File: config.mk
export PLATFORM = sky130hd
export DESIGN_NAME = ale_div
export DESIGN_NICKNAME = d
export VERILOG_FILES = /design/src/hdl/associated_legendre_evaluator_macros.svh /design/src/hdl/ale_div.sv
export SDC_FILE = /design/constraint.sdc
export NUM_CORES = 1
export LEC_CHECK = 0
export BUFFER_PORTS_ARGS = -buffer_cell sky130_fd_sc_hd__buf_2
export CORE_MARGIN = 1
export CORE_UTILIZATION = 48
export DETAILED_ROUTE_END_ITERATION = 6
export PLACE_DENSITY = 0.76
export SLEW_MARGIN = 0
export SYNTH_ARGS = -nofsm -noshare
export SYNTH_HDL_FRONTEND = slang
export SYNTH_SLANG_ARGS = --single-unit
export TNS_END_PERCENT = 10
File: constraint.sdc
create_clock -name clk -period 2.3 [get_ports clk]
set_clock_uncertainty 0.15 [all_clocks]
set_input_delay 0.345 -clock clk [delete_from_list [all_inputs] [get_ports clk]]
set_output_delay 0.345 -clock clk [all_outputs]
set_load 0.03 [all_outputs]
File: src/hdl/associated_legendre_evaluator_macros.svh
// Assertion helpers for the Legendre evaluator.
// Every use needs clk and arst_n in scope.
`ifndef ASSOCIATED_LEGENDRE_EVALUATOR_MACROS_SVH
`define ASSOCIATED_LEGENDRE_EVALUATOR_MACROS_SVH

// The consequent must hold in the same cycle as the antecedent.
`define ALE_ASSERT_SAME(lbl, ante, cons, msg) \
	lbl: assert property (@(posedge clk) disable iff (!arst_n) (ante) |-> (cons)) \
	else $error(msg);

// The consequent must hold in the cycle after the antecedent.
`define ALE_ASSERT_NEXT(lbl, ante, cons, msg) \
	lbl: assert property (@(posedge clk) disable iff (!arst_n) (ante) |=> (cons)) \
	else $error(msg);

`endif

File: src/hdl/ale_div.sv
`timescale 1ns / 1ps
`default_nettype none
// ----------------------------------------------------------------------------
// ale_div
// Restoring divide of a 64-bit magnitude by a 4-bit divisor, one bit a cycle.
// ----------------------------------------------------------------------------
module ale_div (
	input  wire         clk,
	input  wire         arst_n,
	input  wire         start,
	input  wire  [63:0] dividend,
	input  wire  [3:0]  divisor,
	output logic        done,
	output logic [63:0] quot
);
	logic [63:0] dvd_q;
	logic [3:0]  dvs_q, rem_q;
	logic [4:0]  rem_n;
	logic [5:0]  cnt_q;
	logic        busy_q;

	assign rem_n = {rem_q, dvd_q[63]};

	always_ff @(posedge clk or negedge arst_n) begin
		if (!arst_n) begin
			busy_q <= 1'b0;
			done   <= 1'b0;
			cnt_q  <= 6'd0;
		end else begin
			done <= 1'b0;
			if (start) begin
				busy_q <= 1'b1;
				cnt_q  <= 6'd0;
			end else if (busy_q) begin
				cnt_q <= cnt_q + 6'd1;
				if (cnt_q == 6'd63) begin
					busy_q <= 1'b0;
					done   <= 1'b1;
				end
			end
		end
	end

	// Shift-subtract step
	always_ff @(posedge clk) begin
		if (start) begin
			dvd_q <= dividend;
			dvs_q <= divisor;
			rem_q <= '0;
			quot  <= '0;
		end else if (busy_q) begin
			dvd_q <= {dvd_q[62:0], 1'b0};
			if (rem_n >= {1'b0, dvs_q}) begin
				rem_q <= 4'(rem_n - {1'b0, dvs_q});
				quot  <= {quot[62:0], 1'b1};
			end else begin
				rem_q <= rem_n[3:0];
				quot  <= {quot[62:0], 1'b0};
			end
		end
	end

endmodule
`default_nettype wire

==> qor.csv <==
metric;value;unit
status;finished with violations;
violations;design-rule violations;
wirelength;10050;um
overflow;0;
grt_setup_unrepaired;no;
synth_xor_area_frac;0.007659;
syn_inst;418;
utilization;0.6156;
ys_seq_area_frac;0.6302;
final_common_cell;buf_2;
num_io_pins;136;
synth.distinct_cells;30;
cts.sink_count;144;
die_w;111.1;um
slew_violations;0;
power.density;839.7;nW/um^2
synthFlopType;edfxtp_1;
endpoint;rem_q[1];
drv_cap;0;
diodes;0;
cp-start-kind;flop;
worstReg2RegEnd;rem_q[1];
drtPass1Iterations;6;
vias;3574;
hold_viol_final;0;
grt_pass1_vias;3555;
numCtsBuffers;17;
die_h;111.1;um
gp_congestion;0.7132;
crit_chain;inv_1 -> ha_1 -> nor2b_4 -> o31a_4 -> or3_1 -> a32o_1;
core_area;11520;um^2
fillCellCount;937;
multi_input_area;1991;um^2
fin_crit_sh;0.8726;
io_buffers;135;
finalSetupTns;0;ns
async_reset_ff_frac;0.05556;
worst_r2r_path_depth;6;
synth_area_leaders;edfxtp_1 36%, dfxtp_1 24%, mux2_2 12%, mux2i_1 12%, nor2_1 4.9%;
yosys_warnings;0;
drt_iter0_markers;244;
synth_top_family_by_area;multiplexers;
syn_to_final_growth;23.98;%
layout_common_cells;134 x buf_2, 73 x nor2_1, 68 x edfxtp_1, 68 x dfxtp_1, 66 x mux2i_1;
fin_cells;712;
startpoint;dvs_q[1];
grt_pass1_wl;16660;um
ctsLongestPathBuffers;2;
synth_edf_count;68;
drive_above_1_share;0.4025;
yosys.area_share.simple;0.06849;
cp.arrival;2.15;ns
worst-path-stages;6;
clkTransAtPathRegs;0.06;ns
yosys.area.top_type;edfxtp_1;
endpoint_kind;flop;
hold_class;input port to flop;
route.detailed.drc;22;
post-route-cell-area;7089;um^2
yosysTopAreaCellShare;0.3571;
num_rows;39;
dpl_cell_area;6524;um^2
cts_tree;done;
irDropWorstVdd;542.8;uV
cpPeakStageDelay;0.37;ns
start_util;0.4965;
slew_headroom;0.4095;
ff_latch_area;3607;um^2
reg2reg_slack;0.29;ns
syn_area_per_cell;13.68;um^2
crit_slowest_cell;edfxtp_1;
leakagePower;3.485;nW
synth_compound_area_frac;0.01751;
required;2.45;ns
worst_slew_pin_slew;0.8858;ns
worstSkewPairLatency;0.41;ns
cts-resized-gates;0;
cp_max_fo;7;
wire_per_inst;14.12;um
crit_type;flop to flop;
dp.cells;677;
ys_ff_latch;144;
place_hpwl;6551;um
antenna_found_initial;0;
cp.buffers_inverters;1;
nets;635;
viasPerCell;5.020;
critical-path-top-delay-family;compound AO/OA/AOI/OAI gates;
grt_usage;0.1711;
setup_viol;0;
ant_nets;0;
cts_root_buf;clkbuf_16;
ctsHtreeMaxLevel;4;
ctsHoldBuffers;5;
synth_nets;495;
clock.fmax;498.2;MHz
yosys.area_share.adder;0.01444;
cts_setup_buffers;0;
reg2reg_from;dvs_q[1];
grt_max_degree;142;
synthMuxAreaShare;0.2396;
period_needed;2.007;ns
dieArea;12350;um^2
syn_area;5718;um^2
[power by group]
| group | internal, mW | total (mW) | leakage (nW) | switching, mW |
|---|---|---|---|---|
| registers | 2.88 | 2.96 | 1.37 | 0.0766 |
| logic | 0.312 | 0.593 | 1.86 | 0.281 |
| clock network | 1.48 | 2.40 | 0.252 | 0.923 |
[cell usage after synthesis (5+ instances only)]
| cell | number |
|---|---|
| dfxtp_1 | 68 |
| inv_1 | 6 |
| clkbuf_1 | 7 |
| mux2_2 | 63 |
| nor2_1 | 74 |
| buf_2 | 14 |
| mux2i_1 | 66 |
| edfxtp_1 | 68 |
| dfrtp_1 | 8 |
| ha_1 | 5 |
[kinds of logic (layout without fill, tap and decap cells)]
logic type | Yosys count | count (layout)
AND/OR/NAND/NOR | 92 | 92
XOR/XNOR | 5 | 5
AO/OA/AOI/OAI | 13 | 13
adder cells (fa/ha/maj) | 6 | 6
flip-flops | 144 | 144
multiplexers | 129 | 129
buffers and inverters | 29 | 180
[worst min path at each step]
stage | startpoint | to | slack [ns] | cells after the start
4_1_cts | dividend[44] | dvd_q[44] | 0.07 | 2
3_5_place_dp | arst_n | done | 0.05 | 1
6_report | dividend[44] | dvd_q[44] | 0.08 | 2
3_3_place_gp | arst_n | done | 0.04 | 1
2_1_floorplan | arst_n | busy_q | -0.10 | 0
5_1_grt | dividend[11] | dvd_q[11] | 0.07 | 2
[final cells by class]
cell class	instances	area share
Sequential cell	144	0.5088
Multi-Input combinational cell	245	0.2808
Timing Repair Buffer	144	0.1087
Clock buffer	29	0.07201
Tap cell	143	0.02524
Inverter	6	0.003706
Clock inverter	1	0.0007060
[registers in the layout, indices dropped and copies added (netlist names)]
register  count
dvs_q         4
quot         64
dvd_q        64
cnt_q         6
rem_q         4
busy_q        1
done          1
[per-stage QoR]
stage	power (mW)	worst slack [ns]	hold WS, ns
after CTS	6.020	0.2952	0.06517
after global routing	6.198	0.2047	0.06999
after detailed placement	3.593	0.3017	0.05310
after global placement	3.556	0.3470	0.04012
after floorplan	3.414	0.03577	-0.1006
final	5.953	0.2929	0.08225
[per-layer routing]
layer	share of wire	global-route usage
met2	0.45	0.2646
met4	0.016	0.07658
met1	0.45	0.2091
met5	0	0
met3	0.087	0.07162
Power figures use the tool's default switching activity.
