===== src/hdl/associated_legendre_evaluator_macros.svh =====
// Assertion helpers for the Legendre evaluator.
// Every use needs clk and arst_n in scope.
`ifndef ASSOCIATED_LEGENDRE_EVALUATOR_MACROS_SVH
`define ASSOCIATED_LEGENDRE_EVALUATOR_MACROS_SVH

// The consequent must hold in the same cycle as the antecedent.
`define ALE_ASSERT_SAME(lbl, ante, cons, msg) \
	lbl: assert property (@(posedge clk) disable iff (!arst_n) (ante) |-> (cons)) \
	else $error(msg);

// The consequent must hold in the cycle after the antecedent.
`define ALE_ASSERT_NEXT(lbl, ante, cons, msg) \
	lbl: assert property (@(posedge clk) disable iff (!arst_n) (ante) |=> (cons)) \
	else $error(msg);

`endif


===== src/hdl/ale_pkg.sv =====
`timescale 1ns / 1ps
`default_nettype none
// ----------------------------------------------------------------------------
// ale_pkg
// Shared constants and types for the associated Legendre evaluator.
// ----------------------------------------------------------------------------
package ale_pkg;

	localparam int L_MAX_DEF     = 8;
	localparam int FRAC_BITS_DEF = 30;

	// Result status codes
	localparam logic [1:0] ST_OK      = 2'd0;
	localparam logic [1:0] ST_INVALID = 2'd1;
	localparam logic [1:0] ST_SAT     = 2'd2;

	// Request to the shared multiply unit
	typedef struct packed {
		logic start;
		logic frac;   // shift the product right by the fraction width
	} ale_mul_req_t;

	// Response from the shared multiply unit
	typedef struct packed {
		logic done;
		logic sat;
	} ale_mul_rsp_t;

endpackage
`default_nettype wire


===== src/hdl/ale_mul.sv =====
`timescale 1ns / 1ps
`default_nettype none
// ----------------------------------------------------------------------------
// ale_mul
// Shared signed 64x64 multiply with optional fraction shift and clamping.
// One 32x32 partial product a cycle.
// ----------------------------------------------------------------------------
module ale_mul #(
	parameter int FRAC_BITS = ale_pkg::FRAC_BITS_DEF
) (
	input  wire                       clk,
	input  wire                       arst_n,
	input  wire ale_pkg::ale_mul_req_t req,
	input  wire logic signed [63:0]   op_a,
	input  wire logic signed [63:0]   op_b,
	output ale_pkg::ale_mul_rsp_t     rsp,
	output logic signed [63:0]        res,
	output logic [127:0]              full
);
	import ale_pkg::*;

	logic [63:0]  ma_q, mb_q;
	logic         neg_q, frac_q, busy_q, done_q, sat_q;
	logic [2:0]   step_q;
	logic [63:0]  pp_q;
	logic [1:0]   off_q;
	logic [127:0] acc_q, addend, shifted;
	logic [31:0]  ha, hb;
	logic [63:0]  lo;
	logic signed [63:0] fin;
	logic         fin_sat;

	// Operand halves for the current partial product
	assign ha = step_q[0] ? ma_q[63:32] : ma_q[31:0];
	assign hb = step_q[1] ? mb_q[63:32] : mb_q[31:0];

	always_comb begin
		unique case (off_q)
			2'd0:    addend = {64'd0, pp_q};
			2'd1:    addend = {32'd0, pp_q, 32'd0};
			default: addend = {pp_q, 64'd0};
		endcase
	end

	// Final shift, clamp and sign
	assign shifted = frac_q ? (acc_q >> FRAC_BITS) : acc_q;
	assign lo      = shifted[63:0];
	always_comb begin
		fin_sat = 1'b0;
		if (shifted[127:64] != 64'd0) begin
			fin_sat = 1'b1;
			fin = neg_q ? {1'b1, 63'd0} : {1'b0, {63{1'b1}}};
		end else if (neg_q && lo != 64'd0) begin
			if (lo > {1'b1, 63'd0}) begin
				fin_sat = 1'b1;
				fin = {1'b1, 63'd0};
			end else begin
				fin = -$signed(lo);
			end
		end else if (lo[63]) begin
			fin_sat = 1'b1;
			fin = {1'b0, {63{1'b1}}};
		end else begin
			fin = $signed(lo);
		end
	end

	always_ff @(posedge clk or negedge arst_n) begin
		if (!arst_n) begin
			busy_q <= 1'b0;
			done_q <= 1'b0;
			step_q <= 3'd0;
		end else begin
			done_q <= 1'b0;
			if (req.start) begin
				busy_q <= 1'b1;
				step_q <= 3'd0;
			end else if (busy_q) begin
				step_q <= step_q + 3'd1;
				if (step_q == 3'd5) begin
					busy_q <= 1'b0;
					done_q <= 1'b1;
				end
			end
		end
	end

	// Datapath
	always_ff @(posedge clk) begin
		if (req.start) begin
			ma_q   <= op_a[63] ? 64'(-op_a) : 64'(op_a);
			mb_q   <= op_b[63] ? 64'(-op_b) : 64'(op_b);
			neg_q  <= op_a[63] ^ op_b[63];
			frac_q <= req.frac;
			acc_q  <= '0;
		end else if (busy_q) begin
			if (step_q < 3'd4) begin
				pp_q  <= ha * hb;
				off_q <= 2'(step_q[0]) + 2'(step_q[1]);
			end
			if (step_q >= 3'd1 && step_q <= 3'd4)
				acc_q <= acc_q + addend;
			if (step_q == 3'd5) begin
				res   <= fin;
				sat_q <= fin_sat;
			end
		end
	end

	assign rsp.done = done_q;
	assign rsp.sat  = sat_q;
	assign full     = acc_q;

endmodule
`default_nettype wire


===== config.mk =====
export PLATFORM = sky130hd
export DESIGN_NAME = ale_mul
export DESIGN_NICKNAME = d
export VERILOG_FILES = /design/src/hdl/associated_legendre_evaluator_macros.svh /design/src/hdl/ale_pkg.sv /design/src/hdl/ale_mul.sv
export SDC_FILE = /design/constraint.sdc
export NUM_CORES = 2
export LEC_CHECK = 0
export BUFFER_PORTS_ARGS = -buffer_cell sky130_fd_sc_hd__clkbuf_2
export CORE_ASPECT_RATIO = 2
export CORE_MARGIN = 2
export CORE_UTILIZATION = 45
export DETAILED_ROUTE_END_ITERATION = 6
export RECOVER_POWER = 50
export SKIP_CTS_REPAIR_TIMING = 1
export SYNTH_ARGS = -nofsm -noshare
export SYNTH_HDL_FRONTEND = slang
export SYNTH_SLANG_ARGS = --single-unit
export TNS_END_PERCENT = 5

===== constraint.sdc =====
create_clock -name clk -period 10.1 [get_ports clk]
set_input_delay 2.02 -clock clk [delete_from_list [all_inputs] [get_ports clk]]
set_output_delay 2.02 -clock clk [all_outputs]
set_load 0.02 [all_outputs]

==> run metrics <==
port bufs 325; DRC 1; CP max stage delay 800 ps; setup_tns 0 ps; # IOs 326; chip width 265 um; Root Driver clkbuf_16; FF-to-FF Start step_q[1]$_DFFE_PN0P_; Final GP Congestion 1.08; crit start category flip-flop; Main synth FF type edfxtp_1; flop2flop setup slack 220 ps; Worst Path Required 10500 ps; failing checks DRC, capacitance limit, slew limit; largest net degree at the start of global routing 131; antenna viol nets, final 0; Synth Net Count 8528; drt initial violations 4922; min cycle time layout 9880 ps; Critical-path top delay cell dfrtp_4; CTS tree yes; CTS Buf Count 43; crit path capture type flip-flop; clk_skew 51.3 ps; first-pass GRT wire length 406000 um; Post-synth EDFFs 261; mean post-synth cell area 8.62 um2; CP Class reg -> reg; Nets 8751; num rows 191; Mapped Area 61200 um2; detailed placer's ending HPWL 232000 um; CTS clk-pin slew, worst paths 70 ps; most frequent cells in the layout 966 x nand2_1, 925 x inv_1, 897 x fa_1; total die area 139000 um2; worst reg2reg endpoint pp_q[57]$_DFFE_PP_; Worst Path Max Fanout 23; share of layout cells above drive strength 1 9.05%; hold wc startpoint full[121]$_SDFFE_PP0P_; highest clock rate 101 MHz; synthesis-stage register bit count 394; H-tree levels 2; commonest non-fill, non-tap cell in the layout nand2_1; Hold Path Sink full[121]$_SDFFE_PP0P_; antenna violations before repair 8; Async SR Flop Fraction 1.27%; Vias per Instance 6.06; status complete, but fails checks; area grow syn2layout 9.38%; synth warn 0; top cell type's share of synthesized area 29.3%; DR WL/cell 31.6 um; Synth Instances 7103; final setup fails 0; fin crit share 97.9%; Clk Latency, worst-skew pair 680 ps; Core Area 135000 um2; CTS max path bufs 3; Initial Util 45.3%; vias in the first global route 58274; Die Y 526 um; Synth cell types 84; cell count of the worst hold path 2; drt first pass iters 7; # fillers 13298; Overflow after GRT 0; total routed wirelength 287000 um; path type of the worst min-delay path reg -> reg; Via Count 55179; Worst Tran Pin Value 3970 ps; CTS Sinks 394; Synth area leader fa_1; crit-path most repeated cell fa_1; GRT Total Usage 41.0%; slew margin rel. -165%; cells on worst reg2reg path 28; Slew Limit Fails 443; worst endpoint data arrival time 10290 ps; post-synthesis sequential area ratio 17.2%; Max-Cap Viols 8; final hold viol count 0; Area contributors post-synth fa_1 29%, edfxtp_1 13%, ha_1 8.1%; RSZ-0062 raised after global routing false
## flip-flops by register name, indices dropped and copies added (netlist names), 2 cells and up
register  cells
full        128
off_q         2
ma_q         64
mb_q         64
pp_q         64
res          64
step_q        3
## synthesized netlist by cell type, drive strengths merged, types with 101 or more instances
cell type and number:
edfxtp 261, fa 897, nand2 967, dfxtp 128, inv 925, o21ai 311, xnor2 237, ha 396
a21o 149, clkbuf 324, nor2 826, nor3 101, a21oi 400, mux2i 156
## how the worst max path moves through the flow
| stage | slack (ps) | from | endpoint | cells past startpoint |
|---|---|---|---|---|
| 5_1_grt | 140 | step_q[1]$_DFFE_PN0P_ | pp_q[57]$_DFFE_PP_ | 28 |
| 6_report | 220 | step_q[1]$_DFFE_PN0P_ | pp_q[57]$_DFFE_PP_ | 28 |
| 2_1_floorplan | 1190 | step_q[1]$_DFFE_PN0P_ | pp_q[62]$_DFFE_PP_ | 30 |
| 3_3_place_gp | 170 | step_q[1]$_DFFE_PN0P_ | pp_q[57]$_DFFE_PP_ | 28 |
| 3_5_place_dp | 200 | step_q[1]$_DFFE_PN0P_ | pp_q[57]$_DFFE_PP_ | 28 |
| 4_1_cts | 170 | step_q[1]$_DFFE_PN0P_ | pp_q[57]$_DFFE_PP_ | 28 |
## worst max-delay path: cells and delay by family (launching register included)
kind / cells / cell delay (ps)
flops: 1 / 800
fa+ha+maj: 9 / 4450
xor+xnor: 1 / 90
simple gates: 5 / 1250
buf+inv: 6 / 690
mux: 1 / 750
compound gates: 6 / 1560
## logic make-up (layout without fill, tap and decap cells)
kind of cell	Yosys count	after routing	synth area share (%)
AND/OR/NAND/NOR	2355	2355	16.7
adder cells (fa/ha/maj)	1293	1293	37.4
buffers and inverters	1289	1546	7.95
AO/OA/AOI/OAI	1227	1227	12.3
flip-flops	394	394	17.2
XOR/XNOR	309	309	4.42
multiplexers	236	236	4.02
other	0	4	0
## metrics by stage
stage | util [%] | std cells | cell area (um2) | setup WS [ps] | hold slack (ps)
floorplan | - | 7103 | 61200 | 1190 | 557
global placement | 48.5 | 9017 | 65700 | 173 | 487
detailed placement | 48.5 | 9017 | 65700 | 199 | 499
CTS | 49.6 | 9096 | 67100 | 173 | 510
global route | 49.5 | 9098 | 67000 | 143 | 523
finish | 49.5 | 9101 | 67000 | 217 | 505
## final cells by class
cell class / count / area [um2] / share of cell area, %
timing repair buffer: 542 / 3230 / 4.83
clock inverter: 33 / 367 / 0.547
clock buffer: 46 / 1100 / 1.64
inverter: 925 / 3470 / 5.18
multi-input combinational: 5420 / 46100 / 68.8
antenna: 4 / 10.0 / 0.0149
tap: 1737 / 2170 / 3.25
sequential: 394 / 10500 / 15.7
## layer usage
layer  vias up  global-route usage (%)  share of wire, %
met2      2917                    72.3                50
met4         6                    47.0                14
li1      23710                       -                 -
met5         -                       0             0.014
met1     27165                    36.2                29
met3      1381                    8.28               6.7
Power is not shown: default switching activity piles up to over one toggle a cycle in this logic, so the estimate is an artifact.
