[config.mk]
export PLATFORM = sky130hd
export DESIGN_NAME = ale_sqrt
export DESIGN_NICKNAME = d
export VERILOG_FILES = /design/src/hdl/associated_legendre_evaluator_macros.svh /design/src/hdl/ale_sqrt.sv
export SDC_FILE = /design/constraint.sdc
export NUM_CORES = 1
export LEC_CHECK = 0
export ABC_AREA = 1
export BUFFER_PORTS_ARGS = -buffer_cell sky130_fd_sc_hd__buf_2
export CORE_MARGIN = 2
export CORE_UTILIZATION = 30
export CTS_CLUSTER_SIZE = 10
export DETAILED_ROUTE_END_ITERATION = 10
export PLACE_DENSITY = 0.57
export SYNTH_ARGS = -nofsm -noshare
export SYNTH_HDL_FRONTEND = slang
export SYNTH_SLANG_ARGS = --single-unit
[constraint.sdc]
create_clock -name clk -period 10.3 [get_ports clk]
set_input_delay 1.03 -clock clk [delete_from_list [all_inputs] [get_ports clk]]
set_output_delay 1.03 -clock clk [all_outputs]
set_load 0.05 [all_outputs]
[src/hdl/associated_legendre_evaluator_macros.svh]
// Assertion helpers for the Legendre evaluator.
// Every use needs clk and arst_n in scope.
`ifndef ASSOCIATED_LEGENDRE_EVALUATOR_MACROS_SVH
`define ASSOCIATED_LEGENDRE_EVALUATOR_MACROS_SVH

// The consequent must hold in the same cycle as the antecedent.
`define ALE_ASSERT_SAME(lbl, ante, cons, msg) \
	lbl: assert property (@(posedge clk) disable iff (!arst_n) (ante) |-> (cons)) \
	else $error(msg);

// The consequent must hold in the cycle after the antecedent.
`define ALE_ASSERT_NEXT(lbl, ante, cons, msg) \
	lbl: assert property (@(posedge clk) disable iff (!arst_n) (ante) |=> (cons)) \
	else $error(msg);

`endif

[src/hdl/ale_sqrt.sv]
`timescale 1ns / 1ps
`default_nettype none
// ----------------------------------------------------------------------------
// ale_sqrt
// Digit-by-digit integer square root of a 128-bit value, one bit a cycle.
// ----------------------------------------------------------------------------
module ale_sqrt (
	input  wire          clk,
	input  wire          arst_n,
	input  wire          start,
	input  wire  [127:0] rad,
	output logic         done,
	output logic [63:0]  root
);
	logic [127:0] rad_q;
	logic [66:0]  rem_q, rem_n, trial;
	logic [5:0]   cnt_q;
	logic         busy_q;

	assign rem_n = {rem_q[64:0], rad_q[127:126]};
	assign trial = {1'b0, root, 2'b01};

	always_ff @(posedge clk or negedge arst_n) begin
		if (!arst_n) begin
			busy_q <= 1'b0;
			done   <= 1'b0;
			cnt_q  <= 6'd0;
		end else begin
			done <= 1'b0;
			if (start) begin
				busy_q <= 1'b1;
				cnt_q  <= 6'd0;
			end else if (busy_q) begin
				cnt_q <= cnt_q + 6'd1;
				if (cnt_q == 6'd63) begin
					busy_q <= 1'b0;
					done   <= 1'b1;
				end
			end
		end
	end

	// One result bit per cycle
	always_ff @(posedge clk) begin
		if (start) begin
			rad_q <= rad;
			rem_q <= '0;
			root  <= '0;
		end else if (busy_q) begin
			rad_q <= {rad_q[125:0], 2'b00};
			if (rem_n >= trial) begin
				rem_q <= rem_n - trial;
				root  <= {root[62:0], 1'b1};
			end else begin
				rem_q <= rem_n;
				root  <= {root[62:0], 1'b0};
			end
		end
	end

endmodule
`default_nettype wire

==> results of run 1 <==
[layer usage]
layer	wire length, um	vias to the layer above	GRT usage [%]	share of wire, %
li1	-	8063	-	-
met1	23300	6818	23.0	47
met2	22600	383	29.1	45
met3	3040	81	3.57	6.1
met4	1150	10	5.17	2.3
met5	62	-	0	0.12
[sequential cells by signal, indices dropped and copies added, names as in the netlist]
| register | flops |
|---|---|
| busy_q | 1 |
| cnt_q | 6 |
| done | 1 |
| rad_q | 128 |
| rem_q | 65 |
| root | 64 |
[area by class of cell]
type	instances	area (sq um)
well taps	704	881
diodes	2	5.00
clock buffers	43	906
clock inverters	12	118
flip-flops and latches	265	6630
fillers	6067	35700
inverters	402	1520
repair buffers	204	1050
multi-input cells	1739	8100
[how the worst min path moves through the flow]
stage,endpoint,cells past startpoint
finish,cnt_q[5],1
global route,cnt_q[5],1
CTS,cnt_q[5],1
detailed placement,rem_q[11],2
global placement,rem_q[16],2
floorplan,rem_q[10],2
[placed cells by master (no fill, tap or decap), types with 6 or more instances in the layout]
cell       count
nand2_1     1094
inv_1        389
buf_2        194
nor2_1       141
dfxtp_1      129
edfxtp_1     128
nand3_1      111
a21oi_1       77
ha_1          67
o22ai_1       63
nand4_1       38
clkbuf_16     35
o21ai_0       34
xnor2_1       31
inv_2         11
nor2_2        11
nor3_1        11
o21bai_1      10
buf_4         10
dfrtp_1        8
clkbuf_1       8
o21ai_1        6
o211ai_2       6
or2_1          6
[power groups by stage]
stage               Clock [mW]  Sequential (mW)  Combinational [mW]
finish                    1.13             1.35                3.27
global route              1.21             1.37                3.71
CTS                       1.17             1.35                3.25
detailed placement           0             1.37                3.23
global placement             0             1.37                3.24
floorplan                    0             1.36                2.44
[through the flow]
stage | std cells | area [sq um] | total power [mW] | setup slack, ns | utilization [%]
global placement | 3314 | 18200 | 4.61 | 6.74 | 33.1
global route | 3370 | 19200 | 6.30 | 6.35 | 35.0
detailed placement | 3314 | 18200 | 4.61 | 6.74 | 33.1
floorplan | 2482 | 16600 | 3.80 | 4.56 | -
CTS | 3369 | 19200 | 5.78 | 6.80 | 35.0
finish | 3371 | 19200 | 5.76 | 6.77 | 35.0
[worst max-delay path, delay by kind of cell (launching register included)]
family	cells	cell delay [ns]
buffers and inverters	4	1.06
AND/OR/NAND/NOR	7	1.19
adder cells (fa/ha/maj)	1	0.43
AO/OA/AOI/OAI	2	0.28
flip-flops	1	0.32
[cell families (layout without fill, tap and decap cells)]
logic type | count (synthesis) | count (layout) | share of synthesized area [%]
and+or+nand+nor | 1434 | 1434 | 34.8
buffers and inverters | 478 | 661 | 11.2
DFF | 265 | 265 | 40.0
AOI/OAI and AO/OA | 205 | 205 | 7.24
adders and majority gates | 67 | 67 | 5.06
xor gates and xnor gates | 33 | 33 | 1.74
other | 0 | 2 | 0
==> impl_metrics.tcl, run 1 <==
set metrics [dict create \
    worstPathCellList "inv_1, ha_1, nand2_1, nor2_1, inv_1, nor2_1, inv_1, nor3_4, nand2_4, nand2_4, buf_4, a21oi_1, o21ai_0, nand2_1" \
    area_delta_synth_final_pct 15.9 \
    slew_headroom_pct 27.8 \
    synth_edf_count 128 \
    reg2reg_depth 14 \
    io_pins 196 \
    grt.total_usage_pct 17.6 \
    syn_inst 2482 \
    gp_congestion 0.999 \
    initialDrtViolationCount 1071 \
    p_per_area_nw_per_um2 300 \
    cpMaxStageDelayCell "buf_4" \
    die_y_um 239 \
    setup-violations-final 0 \
    finClkSkew_ns 0.0282 \
    seq_area_frac_synth_pct 40.0 \
    rows 86 \
    die_area_sq_um 57100 \
    gr-total-overflow 0 \
    start_util_pct 30.2 \
    cp_common_cell "inv_1" \
    yosysWarnings 0 \
    crit_end "rem_q[24]" \
    r2r_slack_ns 6.77 \
    drive_gt1_share_pct 10.9 \
    antenna_found_initial 7 \
    min_period_ns 3.53 \
    cts_inserted_buffers 35 \
    p_sw_mw 2.80 \
    clkPwrFrac_pct 19.7 \
    core-area_sq_um 54900 \
    holdBufCountCts 0 \
    p_sw_share_pct 48.6 \
    synthArstFlopShare_pct 3.02 \
    cts_tree "done" \
    fin_nets 2845 \
    dp_hpwl_um 37900 \
    setup_tns_ns 0 \
    maxCapViolations 0 \
    avgSynthCellArea_sq_um 6.67 \
    drt_first_pass_iters 8 \
    regToRegStartpoint "root[33]" \
    htree_num_levels 2 \
    yosysMostFrequentCell "nand2_1" \
    synthTopCellsByCount "nand2_1, inv_1, nor2_1" \
    period_share_pct 34.3 \
    ys_types 44 \
    grt_first_pass_wirelength_um 79300 \
    cts.sinks 265 \
    grt_max_degree 120 \
    power_frac_comb_pct 56.8 \
    synth_nets 2680 \
    cp_max_fo 106 \
    synthTopCellsByArea "nand2_1, edfxtp_1, dfxtp_1" \
    grt_pass1_vias 14700 \
    synth-main-ff-cell "dfxtp_1" \
    clock_path_buffers 3 \
    hold_class "primary input to async pin" \
    via_count 15400 \
    clk_latency_ns 0.57 \
    viasPerCell 4.56 \
    status "finished, final reports clean" \
    max_freq_mhz 283 \
    seq_power_share_pct 23.5 \
    crit_path_start "root[33]" \
    synth_top_cell_by_area "nand2_1" \
    fin_hold_ws_ns 0.310 \
    synth_top_area_share_pct 24.8 \
    wl_per_cell_um 14.9 \
    rr_endpoint "rem_q[24]" \
    drc 0 \
    clk_pin_slew_ns 0.05 \
    synth_area_sq_um 16600 \
    wirelength_um 50100 \
    required_ns 10.73 \
    critical-path-max-stage-delay_ns 0.79 \
    rsz0062_at_grt "no" \
    cts_resized 0 \
    critical_path_class "register to register" \
    hold_viol 0 \
    worst-slew-pin-transition_ns 1.08 \
    slew_viol_final 0 \
    arrival_ns 3.96 \
    die-width_um 239 \
    ant_nets 0 \
    yosys_register_bits 265 \
    p_leak_nw 10.3 \
    io_buffers 195 \
    vdd_drop_max_mv 0.187 \
    cp-start-kind "register" \
    cp-end-kind "register" \
    ctsRootBufferMaster "clkbuf_16" \
    cts_setup_buffers 0 \
    p_int_mw 2.96 \
]
(Power assumes the default switching activity.)
==> run 2: changes to the inputs <==
--- a/config.mk
+++ b/config.mk
@@ -11,7 +11,7 @@
 export CORE_UTILIZATION = 30
 export CTS_CLUSTER_SIZE = 10
 export DETAILED_ROUTE_END_ITERATION = 10
-export PLACE_DENSITY = 0.57
+export PLACE_DENSITY = 0.58
 export SYNTH_ARGS = -nofsm -noshare
 export SYNTH_HDL_FRONTEND = slang
 export SYNTH_SLANG_ARGS = --single-unit
==> constraint.sdc (replaced) <==
create_clock -name clk -period 3 [get_ports clk]
set_input_delay 0.3 -clock clk [delete_from_list [all_inputs] [get_ports clk]]
set_output_delay 0.3 -clock clk [all_outputs]
set_load 0.05 [all_outputs]
==> impl_metrics.tcl, run 2 (synthesized netlist as in run 1, its figures left out) <==
set metrics [dict create \
    io_pins 196 \
    crit_end "rem_q[56]" \
    r2r_slack_ns 0.26 \
    regToRegStartpoint "root[49]" \
    ant_nets 0 \
    period_share_pct 91.4 \
    crit_path_start "root[49]" \
    cts_tree "done" \
    drc 0 \
    reg2reg_depth 15 \
    viasPerCell 4.56 \
    gr-total-overflow 0 \
    final_cell_mix "nand2_1, inv_1, buf_2" \
    cp-start-kind "register" \
    fillCellCount 6035 \
    required_ns 3.49 \
    initialDrtViolationCount 889 \
    grt_first_pass_wirelength_um 81600 \
    layout_commonest_cell "nand2_1" \
    p_per_area_nw_per_um2 1010 \
    hold_class "primary input to register" \
    clk_pin_slew_ns 0.06 \
    wirelength_um 51600 \
    start_util_pct 30.2 \
    slew_viol_final 0 \
    setup-violations-final 0 \
    finClkSkew_ns 0.0255 \
    cts_setup_buffers 0 \
    setup_tns_ns 0 \
    area_delta_synth_final_pct 20.7 \
    rsz0062_at_grt "no" \
    cp-end-kind "register" \
    fin_nets 2913 \
    die-width_um 239 \
    die_y_um 239 \
    io_buffers 195 \
    cts_inserted_buffers 35 \
    die_area_sq_um 57100 \
    max_freq_mhz 365 \
    top_register "rad_q" \
    largest_registers "rad_q (128), rem_q (65), root (64)" \
    dp_hpwl_um 38900 \
    wl_per_cell_um 15.0 \
    grt_max_degree 130 \
    drive_gt1_share_pct 11.2 \
    cts.sinks 265 \
    rr_endpoint "rem_q[56]" \
    maxCapViolations 0 \
    vdd_drop_max_mv 0.470 \
    drt_first_pass_iters 5 \
    slew_headroom_pct 52.9 \
    clock_path_buffers 3 \
    arrival_ns 3.23 \
    critical_path_class "register to register" \
    worst-slew-pin-transition_ns 0.706 \
    core-area_sq_um 54900 \
    placed_area_sq_um 18300 \
    dp_cells 3328 \
    min_period_ns 2.74 \
    layout.cells.non_filler 3442 \
    via_count 15700 \
    status "finished, final reports clean" \
    gp_congestion 0.978 \
    antenna_found_initial 4 \
    ctsRootBufferMaster "clkbuf_16" \
    p_leak_nw 10.7 \
    largest_reg_flops 128 \
    htree_num_levels 2 \
    final_area_sq_um 20000 \
    grt.total_usage_pct 18.1 \
    clk_latency_ns 0.56 \
    cp_max_fo 53 \
    rows 86 \
    grt_pass1_vias 15000 \
    fin_hold_ws_ns 0.0243 \
    finalPower_mw 20.2 \
    hold_viol 0 \
]
==> run 2: worst min path at each step <==
stage                            end  depth (start not counted)  startpoint
after floorplan               busy_q                          0      arst_n
after global placement      cnt_q[3]                          1      arst_n
after detailed placement    cnt_q[4]                          1      arst_n
after CTS                  rad_q[21]                          3     rad[21]
after global routing      rad_q[113]                          3    rad[113]
final                     rad_q[111]                          3    rad[111]
==> run 2: through the flow <==
stage / setup WS [ns] / utilization (%)
6_report: 0.258 / 36.4
5_1_grt: 0.0205 / 36.4
3_5_place_dp: 0.295 / 33.4
2_1_floorplan: 0.0387 / -
4_1_cts: 0.273 / 36.4
3_3_place_gp: 0.315 / 33.4
==> run 2: metal layers <==
layer	wire, um	global-route usage [%]
met2	23900	30.4
met3	2720	3.36
met5	41	0
met1	23600	23.7
met4	1380	5.32
==> run 2: cell type report <==
| class | count | area [sq um] | share of cell area, % |
|---|---|---|---|
| Inverter | 402 | 1520 | 7.60 |
| Timing Repair Buffer | 272 | 1770 | 8.84 |
| Clock buffer | 49 | 958 | 4.79 |
| Sequential cell | 265 | 6630 | 33.1 |
| Clock inverter | 10 | 140 | 0.701 |
| Antenna cell | 1 | 2.50 | 0.0125 |
| Tap cell | 704 | 881 | 4.41 |
| Multi-Input combinational cell | 1739 | 8100 | 40.5 |
==> run 2: repair_timing <==
item | 4_1_cts | 5_1_grt
hold buffers | 54 | 0
endpoints found under the hold margin | 61 | 0
setup endpoints to repair | 0 | 0
resized for setup | 0 | 0
==> run 2: power breakdown <==
part	leakage [nW]	switching, mW	internal [mW]
Clock	0.528	1.64	2.41
Combinational	7.56	7.71	3.78
Sequential	2.57	0.320	4.34
==> run 2: worst max-delay path, cell delays in order (launching register included) <==
cell     delay [ns]
dfxtp_1        0.32
inv_1          0.08
ha_1           0.42
nand2_1        0.14
nor2_2         0.22
inv_2          0.05
nor2_2         0.18
nand3_2        0.19
nor3_4         0.20
nand2_4        0.15
nand2_4        0.14
buf_12         0.23
nand2_2        0.09
nor2_1         0.12
nor2_1         0.05
nor2_1         0.08
